**config.mk**
```make
export PLATFORM = sky130hd
export DESIGN_NAME = round_robin_slice_scheduler_flat
export DESIGN_NICKNAME = d
export VERILOG_FILES = /design/src/rtl/rrs_pkg.sv /design/src/rtl/rrs_channels.sv /design/src/rtl/round_robin_slice_scheduler.sv /design/src/rtl/rrs_ctrl.sv /design/src/rtl/rrs_datapath.sv /design/src/flat_wrapper.sv
export SDC_FILE = /design/constraint.sdc
export NUM_CORES = 2
export LEC_CHECK = 0
export ABC_AREA = 1
export BUFFER_PORTS_ARGS = -buffer_cell sky130_fd_sc_hd__buf_2
export CORE_MARGIN = 3
export CORE_UTILIZATION = 45
export CTS_CLUSTER_DIAMETER = 120
export DETAILED_ROUTE_END_ITERATION = 16
export SLEW_MARGIN = 15
export SYNTH_ARGS = -nofsm -noshare
export SYNTH_HDL_FRONTEND = slang
export SYNTH_SLANG_ARGS = --single-unit
```
**constraint.sdc**
```tcl
create_clock -name clk -period 14.7 [get_ports clk]
set_input_delay 2.94 -clock clk [delete_from_list [all_inputs] [get_ports clk]]
set_output_delay 2.94 -clock clk [all_outputs]
set_load 0.05 [all_outputs]
```
**src/rtl/rrs_pkg.sv**
```systemverilog
// ----------------------------------------------------------------------------
// Round-robin slice scheduler package
// Shared widths, codes, controller states and the command and status words
// that pass between the controller and the datapath.
// ----------------------------------------------------------------------------
`default_nettype none

package rrs_pkg;

    // Default sizing handed to the top-level parameters.
    localparam int MAX_TASKS_DEF  = 64;
    localparam int TIME_WIDTH_DEF = 32;

    // Fixed field widths of the channels.
    localparam int BURST_W    = 16;
    localparam int ARRIVAL_W  = 16;
    localparam int QUANTUM_W  = 8;
    localparam int TASK_ID_W  = 6;
    localparam int OUT_TIME_W = 32;

    // Quantum after reset.
    localparam logic [QUANTUM_W-1:0] QUANTUM_RESET = 8'd3;

    // Command codes of an input word.
    localparam logic CMD_LOAD = 1'b0;
    localparam logic CMD_RUN  = 1'b1;

    // Controller states.
    typedef enum logic [2:0] {
        S_IDLE,
        S_INIT_SCAN,
        S_POP,
        S_FETCH,
        S_LOAD_WORK,
        S_UNIT,
        S_SCAN,
        S_EMIT
    } state_t;

    // Commands from the controller to the datapath.
    typedef struct packed {
        logic load;         // write one task entry into the table
        logic set_started;  // first run command seen
        logic scan_start;   // restart the arrival scan at entry zero
        logic scan_run;     // let the arrival scan walk the table
        logic mark_empty;   // ring was empty, report done
        logic pop;          // take the ring head
        logic latch_id;     // capture the popped task id
        logic load_work;    // capture remaining work and slice start time
        logic unit_step;    // run one time unit
        logic finish;       // write back work, re-queue, close the slice
        logic emit;         // load the result register
    } ctl_cmd_t;

    // Status from the datapath to the controller.
    typedef struct packed {
        logic started;
        logic ring_empty;
        logic scan_done;
        logic unit_more;
        logic out_free;
    } dp_status_t;

endpackage

`default_nettype wire

```
**src/rtl/rrs_channels.sv**
```systemverilog
// ----------------------------------------------------------------------------
// Round-robin slice scheduler channels
// Valid/ready interfaces for the request, response and quantum write channels.
// ----------------------------------------------------------------------------
`default_nettype none

// Request channel: task loads and run commands.
interface rrs_req_if;
    logic                           valid;
    logic                           ready;
    logic                           command;
    logic [rrs_pkg::BURST_W-1:0]    burst_units;
    logic [rrs_pkg::ARRIVAL_W-1:0]  arrival_tick;
    logic                           second_queue;

    modport source (output valid, output command, output burst_units,
                    output arrival_tick, output second_queue, input ready);
    modport sink   (input valid, input command, input burst_units,
                    input arrival_tick, input second_queue, output ready);
endinterface

// Response channel: one word per run command.
interface rrs_rsp_if;
    logic                            valid;
    logic                            ready;
    logic [rrs_pkg::TASK_ID_W-1:0]   task_id;
    logic [rrs_pkg::OUT_TIME_W-1:0]  start_time;
    logic [rrs_pkg::OUT_TIME_W-1:0]  end_time;
    logic                            schedule_done;

    modport source (output valid, output task_id, output start_time,
                    output end_time, output schedule_done, input ready);
    modport sink   (input valid, input task_id, input start_time,
                    input end_time, input schedule_done, output ready);
endinterface

// Configuration channel: quantum writes.
interface rrs_cfg_if;
    logic                           valid;
    logic                           ready;
    logic [rrs_pkg::QUANTUM_W-1:0]  quantum;

    modport source (output valid, output quantum, input ready);
    modport sink   (input valid, input quantum, output ready);
endinterface

`default_nettype wire

```
**src/rtl/round_robin_slice_scheduler.sv**
```systemverilog
// ----------------------------------------------------------------------------
// Round-robin slice scheduler
// Holds a task table and a FIFO ready ring; each run command executes one
// time slice of the ring head, enqueuing timed arrivals after every unit.
// ----------------------------------------------------------------------------
//
//  Channel  Dir  Word                                              Taken when
//  req      in   command, burst_units, arrival_tick, second_queue  valid & ready
//  rsp      out  task_id, start_time, end_time, schedule_done      valid & ready
//  cfg      in   quantum                                           valid & ready
//
//  A load word is taken while idle. A run word runs up to quantum units
//  of the ring head, and after each unit walks the loaded task table one
//  entry a cycle over its single read port. The first run word adds one
//  table walk before its first pop.
//  Reset clears the counters, time and ring pointers; table memories hold
//  no reset value and need no clearing pass.
//  A result waiting in the output register stalls only the next result.
//
`default_nettype none

module round_robin_slice_scheduler #(
    parameter int MAX_TASKS  = rrs_pkg::MAX_TASKS_DEF,
    parameter int TIME_WIDTH = rrs_pkg::TIME_WIDTH_DEF
) (
    input  wire logic clk,
    input  wire logic rst_n,
    rrs_req_if.sink   req,
    rrs_rsp_if.source rsp,
    rrs_cfg_if.sink   cfg
);

    rrs_pkg::ctl_cmd_t   cmd;
    rrs_pkg::dp_status_t status;
    logic                ctl_ready;

    assign req.ready = ctl_ready;

    // Controller.
    rrs_ctrl u_ctrl (
        .clk         (clk),
        .rst_n       (rst_n),
        .req_valid   (req.valid),
        .req_command (req.command),
        .req_ready   (ctl_ready),
        .status      (status),
        .cmd         (cmd)
    );

    // Datapath.
    rrs_datapath #(
        .MAX_TASKS  (MAX_TASKS),
        .TIME_WIDTH (TIME_WIDTH)
    ) u_datapath (
        .clk          (clk),
        .rst_n        (rst_n),
        .cmd          (cmd),
        .status       (status),
        .load_burst   (req.burst_units),
        .load_arrival (req.arrival_tick),
        .load_second  (req.second_queue),
        .cfg          (cfg),
        .rsp          (rsp)
    );

endmodule

`default_nettype wire

```
**src/rtl/rrs_ctrl.sv**
```systemverilog
// ----------------------------------------------------------------------------
// Round-robin slice scheduler controller
// Sequences loads, the start-up arrival scan, ring pops, time units with
// their arrival scans, and the hand-off of each result word.
// ----------------------------------------------------------------------------
`default_nettype none

module rrs_ctrl (
    input  wire logic                clk,
    input  wire logic                rst_n,
    input  wire logic                req_valid,
    input  wire logic                req_command,
    output logic                     req_ready,
    input  wire rrs_pkg::dp_status_t status,
    output rrs_pkg::ctl_cmd_t        cmd
);

    rrs_pkg::state_t state_reg;
    rrs_pkg::state_t state_next;

    // State register.
    always_ff @(posedge clk or negedge rst_n)
    begin
        if (!rst_n)
        begin
            state_reg <= rrs_pkg::S_IDLE;
        end
        else
        begin
            state_reg <= state_next;
        end
    end

    // Next state and commands.
    always_comb
    begin
        state_next = state_reg;
        cmd        = '0;
        req_ready  = 1'b0;
        unique case (state_reg)
            rrs_pkg::S_IDLE:
            begin
                req_ready = 1'b1;
                if (req_valid)
                begin
                    if (req_command == rrs_pkg::CMD_LOAD)
                    begin
                        cmd.load = 1'b1;
                    end
                    else if (!status.started)
                    begin
                        cmd.set_started = 1'b1;
                        cmd.scan_start  = 1'b1;
                        state_next      = rrs_pkg::S_INIT_SCAN;
                    end
                    else
                    begin
                        state_next = rrs_pkg::S_POP;
                    end
                end
            end
            rrs_pkg::S_INIT_SCAN:
            begin
                cmd.scan_run = 1'b1;
                if (status.scan_done)
                begin
                    state_next = rrs_pkg::S_POP;
                end
            end
            rrs_pkg::S_POP:
            begin
                if (status.ring_empty)
                begin
                    cmd.mark_empty = 1'b1;
                    state_next     = rrs_pkg::S_EMIT;
                end
                else
                begin
                    cmd.pop    = 1'b1;
                    state_next = rrs_pkg::S_FETCH;
                end
            end
            rrs_pkg::S_FETCH:
            begin
                cmd.latch_id = 1'b1;
                state_next   = rrs_pkg::S_LOAD_WORK;
            end
            rrs_pkg::S_LOAD_WORK:
            begin
                cmd.load_work = 1'b1;
                state_next    = rrs_pkg::S_UNIT;
            end
            rrs_pkg::S_UNIT:
            begin
                if (status.unit_more)
                begin
                    cmd.unit_step  = 1'b1;
                    cmd.scan_start = 1'b1;
                    state_next     = rrs_pkg::S_SCAN;
                end
                else
                begin
                    cmd.finish = 1'b1;
                    state_next = rrs_pkg::S_EMIT;
                end
            end
            rrs_pkg::S_SCAN:
            begin
                cmd.scan_run = 1'b1;
                if (status.scan_done)
                begin
                    state_next = rrs_pkg::S_UNIT;
                end
            end
            rrs_pkg::S_EMIT:
            begin
                if (status.out_free)
                begin
                    cmd.emit   = 1'b1;
                    state_next = rrs_pkg::S_IDLE;
                end
            end
            default:
            begin
                state_next = rrs_pkg::S_IDLE;
            end
        endcase
    end

endmodule

`default_nettype wire

```
**src/rtl/rrs_datapath.sv**
```systemverilog
// ----------------------------------------------------------------------------
// Round-robin slice scheduler datapath
// Task table, ready ring, time counter, arrival scan and the result register.
// ----------------------------------------------------------------------------
`default_nettype none

module rrs_datapath #(
    parameter int MAX_TASKS  = rrs_pkg::MAX_TASKS_DEF,
    parameter int TIME_WIDTH = rrs_pkg::TIME_WIDTH_DEF
) (
    input  wire logic                               clk,
    input  wire logic                               rst_n,
    input  wire rrs_pkg::ctl_cmd_t                  cmd,
    output rrs_pkg::dp_status_t                     status,
    input  wire logic [rrs_pkg::BURST_W-1:0]        load_burst,
    input  wire logic [rrs_pkg::ARRIVAL_W-1:0]      load_arrival,
    input  wire logic                               load_second,
    rrs_cfg_if.sink                                 cfg,
    rrs_rsp_if.source                               rsp
);

    localparam int IDX_W   = (MAX_TASKS > 1) ? $clog2(MAX_TASKS) : 1;
    localparam int CNT_W   = $clog2(MAX_TASKS + 1);
    localparam int ARR_W   = rrs_pkg::ARRIVAL_W + 1;
    localparam int ID_EXT  = (IDX_W > rrs_pkg::TASK_ID_W) ? IDX_W : rrs_pkg::TASK_ID_W;
    localparam int T_EXT   = (TIME_WIDTH > rrs_pkg::OUT_TIME_W) ?
                             TIME_WIDTH : rrs_pkg::OUT_TIME_W;
    localparam logic [IDX_W-1:0] LAST_IDX = IDX_W'(MAX_TASKS - 1);
    localparam logic [CNT_W-1:0] FULL_CNT = CNT_W'(MAX_TASKS);

    // Memories: arrival entries, remaining work, ready ring.
    logic [ARR_W-1:0]              arr_mem  [MAX_TASKS];
    logic [rrs_pkg::BURST_W-1:0]   work_mem [MAX_TASKS];
    logic [IDX_W-1:0]              ring_mem [MAX_TASKS];

    logic [ARR_W-1:0]              arr_rd_reg;
    logic [rrs_pkg::BURST_W-1:0]   work_rd_reg;
    logic [IDX_W-1:0]              ring_rd_reg;

    logic [rrs_pkg::QUANTUM_W-1:0] quantum_reg;
    logic [CNT_W-1:0]              task_count_reg;
    logic [IDX_W-1:0]              head_reg;
    logic [IDX_W-1:0]              tail_reg;
    logic [CNT_W-1:0]              ring_count_reg;
    logic                          started_reg;
    logic [TIME_WIDTH-1:0]         time_reg;
    logic [TIME_WIDTH-1:0]         start_reg;
    logic [IDX_W-1:0]              id_reg;
    logic [rrs_pkg::BURST_W-1:0]   rem_reg;
    logic [rrs_pkg::QUANTUM_W-1:0] unit_reg;
    logic                          empty_reg;

    logic [CNT_W-1:0]              scan_idx_reg;
    logic [IDX_W-1:0]              scan_id_reg;
    logic                          scan_pipe_reg;

    logic                          rsp_valid_reg;
    logic [rrs_pkg::TASK_ID_W-1:0] rsp_id_reg;
    logic [rrs_pkg::OUT_TIME_W-1:0] rsp_start_reg;
    logic [rrs_pkg::OUT_TIME_W-1:0] rsp_end_reg;
    logic                          rsp_done_reg;

    logic                          table_write;
    logic                          scan_issue;
    logic                          hit;
    logic                          push_req;
    logic                          push_ok;
    logic [IDX_W-1:0]              push_id;
    logic                          work_we;
    logic [IDX_W-1:0]              work_wa;
    logic [rrs_pkg::BURST_W-1:0]   work_wd;
    logic [ID_EXT-1:0]             id_ext;
    logic [T_EXT-1:0]              time_ext;
    logic [T_EXT-1:0]              start_ext;

    // Quantum register; writes are always taken.
    assign cfg.ready = 1'b1;

    always_ff @(posedge clk or negedge rst_n)
    begin
        if (!rst_n)
        begin
            quantum_reg <= rrs_pkg::QUANTUM_RESET;
        end
        else if (cfg.valid)
        begin
            quantum_reg <= cfg.quantum;
        end
    end

    // Table loads are dropped once the table is full.
    assign table_write = cmd.load && (task_count_reg != FULL_CNT);

    // Arrival scan: one table entry read per cycle, compared in the cycle after.
    assign scan_issue = cmd.scan_run && (scan_idx_reg != task_count_reg);
    assign hit        = scan_pipe_reg && arr_rd_reg[ARR_W-1] &&
                        (time_reg == TIME_WIDTH'(arr_rd_reg[rrs_pkg::ARRIVAL_W-1:0]));

    // Ring appends come from scan hits or from the re-queue at slice end.
    assign push_req = hit || (cmd.finish && (rem_reg != '0));
    assign push_id  = hit ? scan_id_reg : id_reg;
    assign push_ok  = push_req && (ring_count_reg != FULL_CNT);

    // Work memory write port: loads and slice write-back.
    always_comb
    begin
        work_we = 1'b0;
        work_wa = task_count_reg[IDX_W-1:0];
        work_wd = load_burst;
        if (table_write)
        begin
            work_we = 1'b1;
        end
        else if (cmd.finish)
        begin
            work_we = 1'b1;
            work_wa = id_reg;
            work_wd = rem_reg;
        end
    end

    // Memory ports.
    always_ff @(posedge clk)
    begin
        if (table_write)
        begin
            arr_mem[task_count_reg[IDX_W-1:0]] <= {load_second, load_arrival};
        end
        if (scan_issue)
        begin
            arr_rd_reg <= arr_mem[scan_idx_reg[IDX_W-1:0]];
        end
        if (work_we)
        begin
            work_mem[work_wa] <= work_wd;
        end
        work_rd_reg <= work_mem[ring_rd_reg];
        if (push_ok)
        begin
            ring_mem[tail_reg] <= push_id;
        end
        ring_rd_reg <= ring_mem[head_reg];
    end

    // Control state of the table, ring, scan and time.
    always_ff @(posedge clk or negedge rst_n)
    begin
        if (!rst_n)
        begin
            task_count_reg <= '0;
            head_reg       <= '0;
            tail_reg       <= '0;
            ring_count_reg <= '0;
            started_reg    <= 1'b0;
            time_reg       <= '0;
            empty_reg      <= 1'b0;
            scan_idx_reg   <= '0;
            scan_pipe_reg  <= 1'b0;
        end
        else
        begin
            if (table_write)
            begin
                task_count_reg <= task_count_reg + 1'b1;
            end
            if (cmd.set_started)
            begin
                started_reg <= 1'b1;
            end
            if (cmd.unit_step)
            begin
                time_reg <= time_reg + 1'b1;
            end
            if (cmd.mark_empty)
            begin
                empty_reg <= 1'b1;
            end
            else if (cmd.pop)
            begin
                empty_reg <= 1'b0;
            end

            // Pops and appends never fall in the same cycle.
            if (cmd.pop)
            begin
                head_reg       <= (head_reg == LAST_IDX) ? '0 : head_reg + 1'b1;
                ring_count_reg <= ring_count_reg - 1'b1;
            end
            else if (push_ok)
            begin
                tail_reg       <= (tail_reg == LAST_IDX) ? '0 : tail_reg + 1'b1;
                ring_count_reg <= ring_count_reg + 1'b1;
            end

            if (cmd.scan_start)
            begin
                scan_idx_reg <= '0;
            end
            else if (scan_issue)
            begin
                scan_idx_reg <= scan_idx_reg + 1'b1;
            end
            scan_pipe_reg <= scan_issue;
        end
    end

    // Scanned entry index and the running slice.
    always_ff @(posedge clk)
    begin
        if (scan_issue)
        begin
            scan_id_reg <= scan_idx_reg[IDX_W-1:0];
        end
        if (cmd.latch_id)
        begin
            id_reg <= ring_rd_reg;
        end
        if (cmd.load_work)
        begin
            rem_reg   <= work_rd_reg;
            start_reg <= time_reg;
            unit_reg  <= '0;
        end
        else if (cmd.unit_step)
        begin
            rem_reg  <= rem_reg - 1'b1;
            unit_reg <= unit_reg + 1'b1;
        end
    end

    // Result word, formed from the slice registers.
    assign id_ext    = ID_EXT'(id_reg);
    assign time_ext  = T_EXT'(time_reg);
    assign start_ext = T_EXT'(start_reg);

    always_ff @(posedge clk or negedge rst_n)
    begin
        if (!rst_n)
        begin
            rsp_valid_reg <= 1'b0;
        end
        else if (cmd.emit)
        begin
            rsp_valid_reg <= 1'b1;
        end
        else if (rsp.ready)
        begin
            rsp_valid_reg <= 1'b0;
        end
    end

    always_ff @(posedge clk)
    begin
        if (cmd.emit)
        begin
            rsp_id_reg    <= empty_reg ? '0 : id_ext[rrs_pkg::TASK_ID_W-1:0];
            rsp_start_reg <= empty_reg ? time_ext[rrs_pkg::OUT_TIME_W-1:0]
                                       : start_ext[rrs_pkg::OUT_TIME_W-1:0];
            rsp_end_reg   <= time_ext[rrs_pkg::OUT_TIME_W-1:0];
            rsp_done_reg  <= empty_reg;
        end
    end

    assign rsp.valid         = rsp_valid_reg;
    assign rsp.task_id       = rsp_id_reg;
    assign rsp.start_time    = rsp_start_reg;
    assign rsp.end_time      = rsp_end_reg;
    assign rsp.schedule_done = rsp_done_reg;

    // Status back to the controller.
    always_comb
    begin
        status            = '0;
        status.started    = started_reg;
        status.ring_empty = (ring_count_reg == '0);
        status.scan_done  = (scan_idx_reg == task_count_reg) && !scan_pipe_reg;
        status.unit_more  = (unit_reg < quantum_reg) && (rem_reg != '0);
        status.out_free   = !rsp_valid_reg || rsp.ready;
    end

    // The ring never holds more entries than the table.
    a_ring_bound: assert property (@(posedge clk) disable iff (!rst_n)
        ring_count_reg <= FULL_CNT)
        else $error("ready ring count exceeds table depth");

    // A pop is only issued on a non-empty ring.
    a_pop_nonempty: assert property (@(posedge clk) disable iff (!rst_n)
        cmd.pop |-> (ring_count_reg != '0))
        else $error("pop from empty ready ring");

    // Scan hits and the slice-end re-queue never compete for the ring.
    a_push_excl: assert property (@(posedge clk) disable iff (!rst_n)
        !(hit && cmd.finish))
        else $error("scan append collides with re-queue");

    // A result loaded into the output register is offered on the next cycle.
    a_emit_valid: assert property (@(posedge clk) disable iff (!rst_n)
        cmd.emit |=> rsp.valid)
        else $error("result word lost after emit");

endmodule

`default_nettype wire
```
**src/flat_wrapper.sv**
```systemverilog
// flat-port wrapper written by rule: the top's interface ports become plain ports
module round_robin_slice_scheduler_flat 
#(
    parameter int MAX_TASKS  = rrs_pkg::MAX_TASKS_DEF,
    parameter int TIME_WIDTH = rrs_pkg::TIME_WIDTH_DEF
)
  (clk, rst_n, req_valid, req_command, req_burst_units, req_arrival_tick, req_second_queue, req_ready, rsp_valid, rsp_task_id, rsp_start_time, rsp_end_time, rsp_schedule_done, rsp_ready, cfg_valid, cfg_quantum, cfg_ready);
  rrs_req_if req_i ();
  rrs_rsp_if rsp_i ();
  rrs_cfg_if cfg_i ();
  input  wire logic clk;
  input  wire logic rst_n;
  input wire logic [$bits(req_i.valid)-1:0] req_valid;
  input wire logic [$bits(req_i.command)-1:0] req_command;
  input wire logic [$bits(req_i.burst_units)-1:0] req_burst_units;
  input wire logic [$bits(req_i.arrival_tick)-1:0] req_arrival_tick;
  input wire logic [$bits(req_i.second_queue)-1:0] req_second_queue;
  output wire logic [$bits(req_i.ready)-1:0] req_ready;
  output wire logic [$bits(rsp_i.valid)-1:0] rsp_valid;
  output wire logic [$bits(rsp_i.task_id)-1:0] rsp_task_id;
  output wire logic [$bits(rsp_i.start_time)-1:0] rsp_start_time;
  output wire logic [$bits(rsp_i.end_time)-1:0] rsp_end_time;
  output wire logic [$bits(rsp_i.schedule_done)-1:0] rsp_schedule_done;
  input wire logic [$bits(rsp_i.ready)-1:0] rsp_ready;
  input wire logic [$bits(cfg_i.valid)-1:0] cfg_valid;
  input wire logic [$bits(cfg_i.quantum)-1:0] cfg_quantum;
  output wire logic [$bits(cfg_i.ready)-1:0] cfg_ready;
  assign req_i.valid = req_valid;
  assign req_i.command = req_command;
  assign req_i.burst_units = req_burst_units;
  assign req_i.arrival_tick = req_arrival_tick;
  assign req_i.second_queue = req_second_queue;
  assign req_ready = req_i.ready;
  assign rsp_valid = rsp_i.valid;
  assign rsp_task_id = rsp_i.task_id;
  assign rsp_start_time = rsp_i.start_time;
  assign rsp_end_time = rsp_i.end_time;
  assign rsp_schedule_done = rsp_i.schedule_done;
  assign rsp_i.ready = rsp_ready;
  assign cfg_i.valid = cfg_valid;
  assign cfg_i.quantum = cfg_quantum;
  assign cfg_ready = cfg_i.ready;
  round_robin_slice_scheduler #(.MAX_TASKS(MAX_TASKS), .TIME_WIDTH(TIME_WIDTH)) u_core (.clk(clk), .rst_n(rst_n), .req(req_i), .rsp(rsp_i), .cfg(cfg_i));
endmodule
```
Yosys cells after proc, flatten, opt, wreduce, memory -nomap -nowiden
Memories as Yosys holds them, arrays and structs flattened. A register that Yosys moved wholly into a read port is not among the register bits.
Cells that the tools add are included.
Word-level totals
  bits in registers: 219
  RAM bits: 2496
  input port bits: 47
  logic and storage cells: 130
  memories: 3
Memories
  u_core.u_datapath.arr_mem: depth 64, bits a word 17, rd ports 1, clocked after memory_dff 1, write ports 1, line rrs_datapath.sv:32  | logic [ARR_W-1:0] arr_mem [MAX_TASKS];
  u_core.u_datapath.work_mem: depth 64, bits a word 16, rd ports 1, clocked after memory_dff 1, write ports 1, line rrs_datapath.sv:33  | logic [rrs_pkg::BURST_W-1:0] work_mem [MAX_TASKS];
  u_core.u_datapath.ring_mem: depth 64, bits a word 6, rd ports 1, clocked after memory_dff 1, write ports 1, line rrs_datapath.sv:34  | logic [IDX_W-1:0] ring_mem [MAX_TASKS];
Cells by class
  add/sub/neg operators: 9
  magnitude comparators: 1
  equal/unequal tests: 19
  mux-type cells: 53
  bitwise operators: 1
  reduce and logical (&&, ||, !) cells: 23
Operator list (count)
  16-bit 2-to-1 mux: 4
  32-bit by 1-bit adder with 32-bit output, second input constant: 1
  32-bit by 16-bit equality test with 1-bit output: 1
  32-bit 2-to-1 mux: 1
  6-bit 2-to-1 mux: 5
  7-bit 2-to-1 mux: 4
  1-bit 2-to-1 mux: 24
  3-bit case mux with 8 select lines: 1
  7-bit by 1-bit adder with 7-bit output, second input constant: 3
  3-bit 2-to-1 mux: 7
  16-bit nonzero test: 1
  16-bit by 1-bit subtractor with 16-bit output, second input constant: 1
  7-bit != test, second input constant: 2
  6-bit by 1-bit adder with 6-bit output, second input constant: 2
  3-bit equality test, second input constant: 4
  6-bit equality test, second input constant: 2
  2-bit 2-to-1 mux: 6
  2-bit nonzero test: 5
  8-bit by 1-bit adder with 8-bit output, second input constant: 1
  1-bit logical AND: 8
  8-bit < comparator: 1
  7-bit equality test: 1
  7-bit logical NOT: 1
  7-bit != test: 1
  other kinds (13): 19

Longest topological paths before layout
  depth in word-level cells: 9
  depth in mapped cells: 15
  depth with buffers taken out: 15

By module
Synthesis repeated with hierarchy kept, for this count alone.
Unflattened totals
  cells, all modules: 9378
  area, all modules: 111420.6 µm²
By module, submodules not included
  rrs_datapath: times used 1, cells each 9315, area each 111054.0 µm², seq. area each 81926.1 µm²
  rrs_ctrl: times used 1, cells each 63, area each 366.6 µm², seq. area each 75.1 µm²

Worst setup path after synthesis
OpenSTA, ideal clock, no wires.
  path type: input to register
  from: input rsp_ready
  to: register u_core.u_datapath.rsp_end_reg, in the netlist u_core.u_datapath.rsp.end_time[0], enable pin
  library setup time: 0.503 ns
  data arrival time: 6.080 ns
  data required time: 14.197 ns
  slack: 8.118 ns
  cell stages on the path: 3
  buffers on the path: 0
  cells stage by stage: or2_2 inv_1 nor2_1
RTL lines
  start, declared: line flat_wrapper.sv:24  | input wire logic [$bits(rsp_i.ready)-1:0] rsp_ready;
  end signal, assigned: line rrs_datapath.sv:259  | rsp_end_reg <= time_ext[rrs_pkg::OUT_TIME_W-1:0];
  end, declared: line rrs_datapath.sv:60  | logic [rrs_pkg::OUT_TIME_W-1:0] rsp_end_reg;

Worst setup path after layout
  from: input req_command
  to: memory u_core.u_datapath.arr_mem[9][7] in the netlist's numbering, enable pin
On the way
  cells in the longest elaborated chain, start to end: 6
RTL lines
  start, declared: line flat_wrapper.sv:14  | input wire logic [$bits(req_i.command)-1:0] req_command;
  1-bit 2-to-1 mux: line rrs_ctrl.sv:46  | if (req_command == rrs_pkg::CMD_LOAD)
  3-bit 2-to-1 mux: line rrs_ctrl.sv:44  | if (req_valid)
  2-bit 2-to-1 mux: line rrs_ctrl.sv:40  | unique case (state_reg)
  1-bit logical AND: line rrs_datapath.sv:92  | assign table_write = cmd.load && (task_count_reg != FULL_CNT);
  1-bit 2-to-1 mux: line rrs_datapath.sv:125  | if (table_write)
  1-bit 2-to-1 mux (not written as such): line rrs_datapath.sv:127  | arr_mem[task_count_reg[IDX_W-1:0]] <= {load_second, load_arrival};
  end, declared: line rrs_datapath.sv:32
No other way between the ends.

==> run summary <==
outcome - complete, no violations
nets - 8759
clock power share - 31.0%
Fin Setup TNS - 0 ns
Setup Viol. Count Final - 0
CP max FO - 10
Core Area - 241000 sq um
unrepaired setup endpoints after global routing - no
FF/Latch Area - 82000 sq um
max reg flops - 1088
Crit. End Element - flip-flop
Netlist cell types - 47
gr ovfl total - 0
Final Skew - 0.0645 ns
switching power - 8090 uW
num rows - 180
root buf cell - clkbuf_16
Die H - 500 microns
Top FF cell, synth - edfxtp_1
htree depth - 5
largest net degree at the start of global routing - 217
die area - 250000 sq um
Net Count, Synth - 8710
hold_ws - 0.499 ns
post_cts resized - 0
vias per inst - 5.83
Mapped Cells - 8642
vias in the first global route - 67.0k
Startpoint Class - primary input
number of synthesized flops with an enable pin - 2644
power density cells - 186 nW/um^2
Worst EP required - 15.29 ns
post-CTS setup buffer count - 0
crit path launch - req_command
yosys warns - 0
Hold Vio Cnt, Final - 0
Internal - 14800 uW
Skew-Pair Late Insertion Delay - 0.93 ns
most frequent cells in the layout - edfxtp_1, nor2_1, o21ai_0
Num Clock Sinks - 2754
antenna violation net count after detailed routing - 0
IO buf count - 119
first-pass GRT wire length - 443 mm
combinational share of power - 28.3%
proportion of layout cells with a drive suffix above 1 - 9.44%
mapped cell area - 110000 sq um
Sw Share - 35.4%
Hold Crit Start - u_core.u_datapath.time_ext[27]$_DFFE_PN0P_
ys async rst share - 2.90%
Seq/Total Area, Yosys - 74.8%
Max-slew headroom - 21.2%
Hold Buf Count CTS - 0
die width - 500 microns
Routed WL per cell - 25.1 microns
Slew Viols, Final - 0
Peak VDD IR - 0.178 mV
most common cell after layout, fill and taps aside - edfxtp_1
number of max-cap violations - 0
worst min path class - reg2reg
final WL - 303 mm
FILL cells - 20.6k
GPL Wtd Cong - 0.951
Clock Path Buffers - 4
Slew @ Worst Pin - 1.18 ns
Tmin final - 6.04 ns
Multi-input gate area - 25000 sq um
synthesized area per cell - 12.7 sq um
FF-to-FF Start - u_core.u_datapath.time_ext[26]$_DFFE_PN0P_
post-route clock period utilization - 41.1%
DRC - 0
Setup CP Type - in2reg
gr usage total - 23.6%
Layout area overhead - 12.1%
CTS tree - yes
Yosys reg bits - 2754
Reg clk slew, reported paths - 0.06 ns
Starting Density - 45.4%
initial antenna violation count - 15
Leak - 0.0402 uW
via count - 70.6k
Layout Utilization - 50.9%
DRT iter0 DRCs - 8726
io pins - 121
DR pass1 iterations - 9
CTS Buf Count - 296
fmax - 0.166 GHz
sequential power share - 40.6%
CP arrival - 6.63 ns
Final HPWL DP - 174 mm
-- power groups by stage --
stage / sequential (uW) / combinational [uW] / clock (uW)
finish: 9290 / 6470 / 7090
global route: 9310 / 7030 / 7530
CTS: 9290 / 6410 / 7200
detailed placement: 9450 / 6400 / 0
global placement: 9440 / 6340 / 0
floorplan: 9400 / 4080 / 0
-- layout make-up --
| cell class | instances | area share (%) |
|---|---|---|
| Tap cell | 3185 | 3.24 |
| Sequential cell | 2754 | 66.8 |
| Inverter | 160 | 0.513 |
| Clock buffer | 364 | 6.39 |
| Timing Repair Buffer | 311 | 1.70 |
| Clock inverter | 144 | 1.02 |
| Multi-Input combinational cell | 5168 | 20.4 |
| Antenna cell | 10 | 0.0204 |
-- metal layers --
layer  up-vias  wire length (microns)  global-route usage, %
met5         -                      0                      0
met4         0                  13100                   9.93
met3       619                  25200                   3.89
met2      3378                 139000                   36.6
met1     34733                 126000                   33.3
li1      31822                      -                      -
-- cell usage after synthesis, types with 10 or more instances --
master	number	area, sq um
buf_2	102	510
o22ai_1	462	2890
edfxtp_1	2644	79400
nand4_1	50	313
dfrtp_1	78	1950
o221ai_1	94	823
o21ai_0	1443	7220
xor2_1	54	473
inv_2	10	37.5
nor3_1	49	245
buf_1	29	109
ha_1	20	250
nand3_2	13	130
dfxtp_1	30	601
nand3_1	242	1210
nor2_1	1661	6230
buf_4	10	75.1
nand2_1	774	2910
o211ai_1	90	676
xnor2_1	12	105
clkbuf_1	415	1560
inv_1	145	544
o21ai_1	47	235
a21oi_1	91	455
-- logic make-up (layout without fill, tap and decap cells) --
kind of cell | Yosys count | after routing | synth area share (%)
AOI/OAI and AO/OA | 2245 | 2245 | 11.4
xor gates and xnor gates | 66 | 66 | 0.527
adders and majority gates | 21 | 21 | 0.246
buffers and inverters | 720 | 979 | 2.64
DFF | 2754 | 2754 | 74.8
muxes | 8 | 8 | 0.0822
other | 1 | 11 | 0.00342
and+or+nand+nor | 2827 | 2827 | 10.4
-- path summary, 6_finish.rpt --
kind                                                                 endpoint  slack, ns  depth (start not counted)
min in group asynchronous          u_core.u_datapath.time_ext[21]$_DFFE_PN0P_       2.00                          1
worst max-delay path                u_core.u_datapath.arr_mem[9][7]$_DFFE_PP_       8.66                          7
worst min-delay path             u_core.u_datapath.rsp.end_time[27]$_DFFE_PP_       0.50                          0
worst max register to register    u_core.u_datapath.ring_mem[27][4]$_DFFE_PP_       9.92                          9
worst min register to register   u_core.u_datapath.rsp.end_time[27]$_DFFE_PP_       0.50                          0
max in group asynchronous       u_core.u_datapath.scan_idx_reg[1]$_DFFE_PN0P_      11.47                          2
-- worst max-delay path, stage by stage --
cell and delay (ns):
buf_2 0.11, nor3b_1 0.88, nand2_2 0.37, nor2_1 0.37, nand3_1 0.81, nor2_1 0.83, buf_4 0.31
-- metrics by stage --
step / total power [uW] / area, sq um / worst slack, ns / cells
global placement: 15800 / 114000 / 7.90 / 11578
CTS: 22900 / 123000 / 8.77 / 12086
detailed placement: 15800 / 114000 / 7.83 / 11578
finish: 22900 / 123000 / 8.66 / 12096
floorplan: 13500 / 110000 / 8.12 / 8642
global route: 23900 / 123000 / 8.69 / 12096
Note: power is estimated with default switching activity, not from simulation.
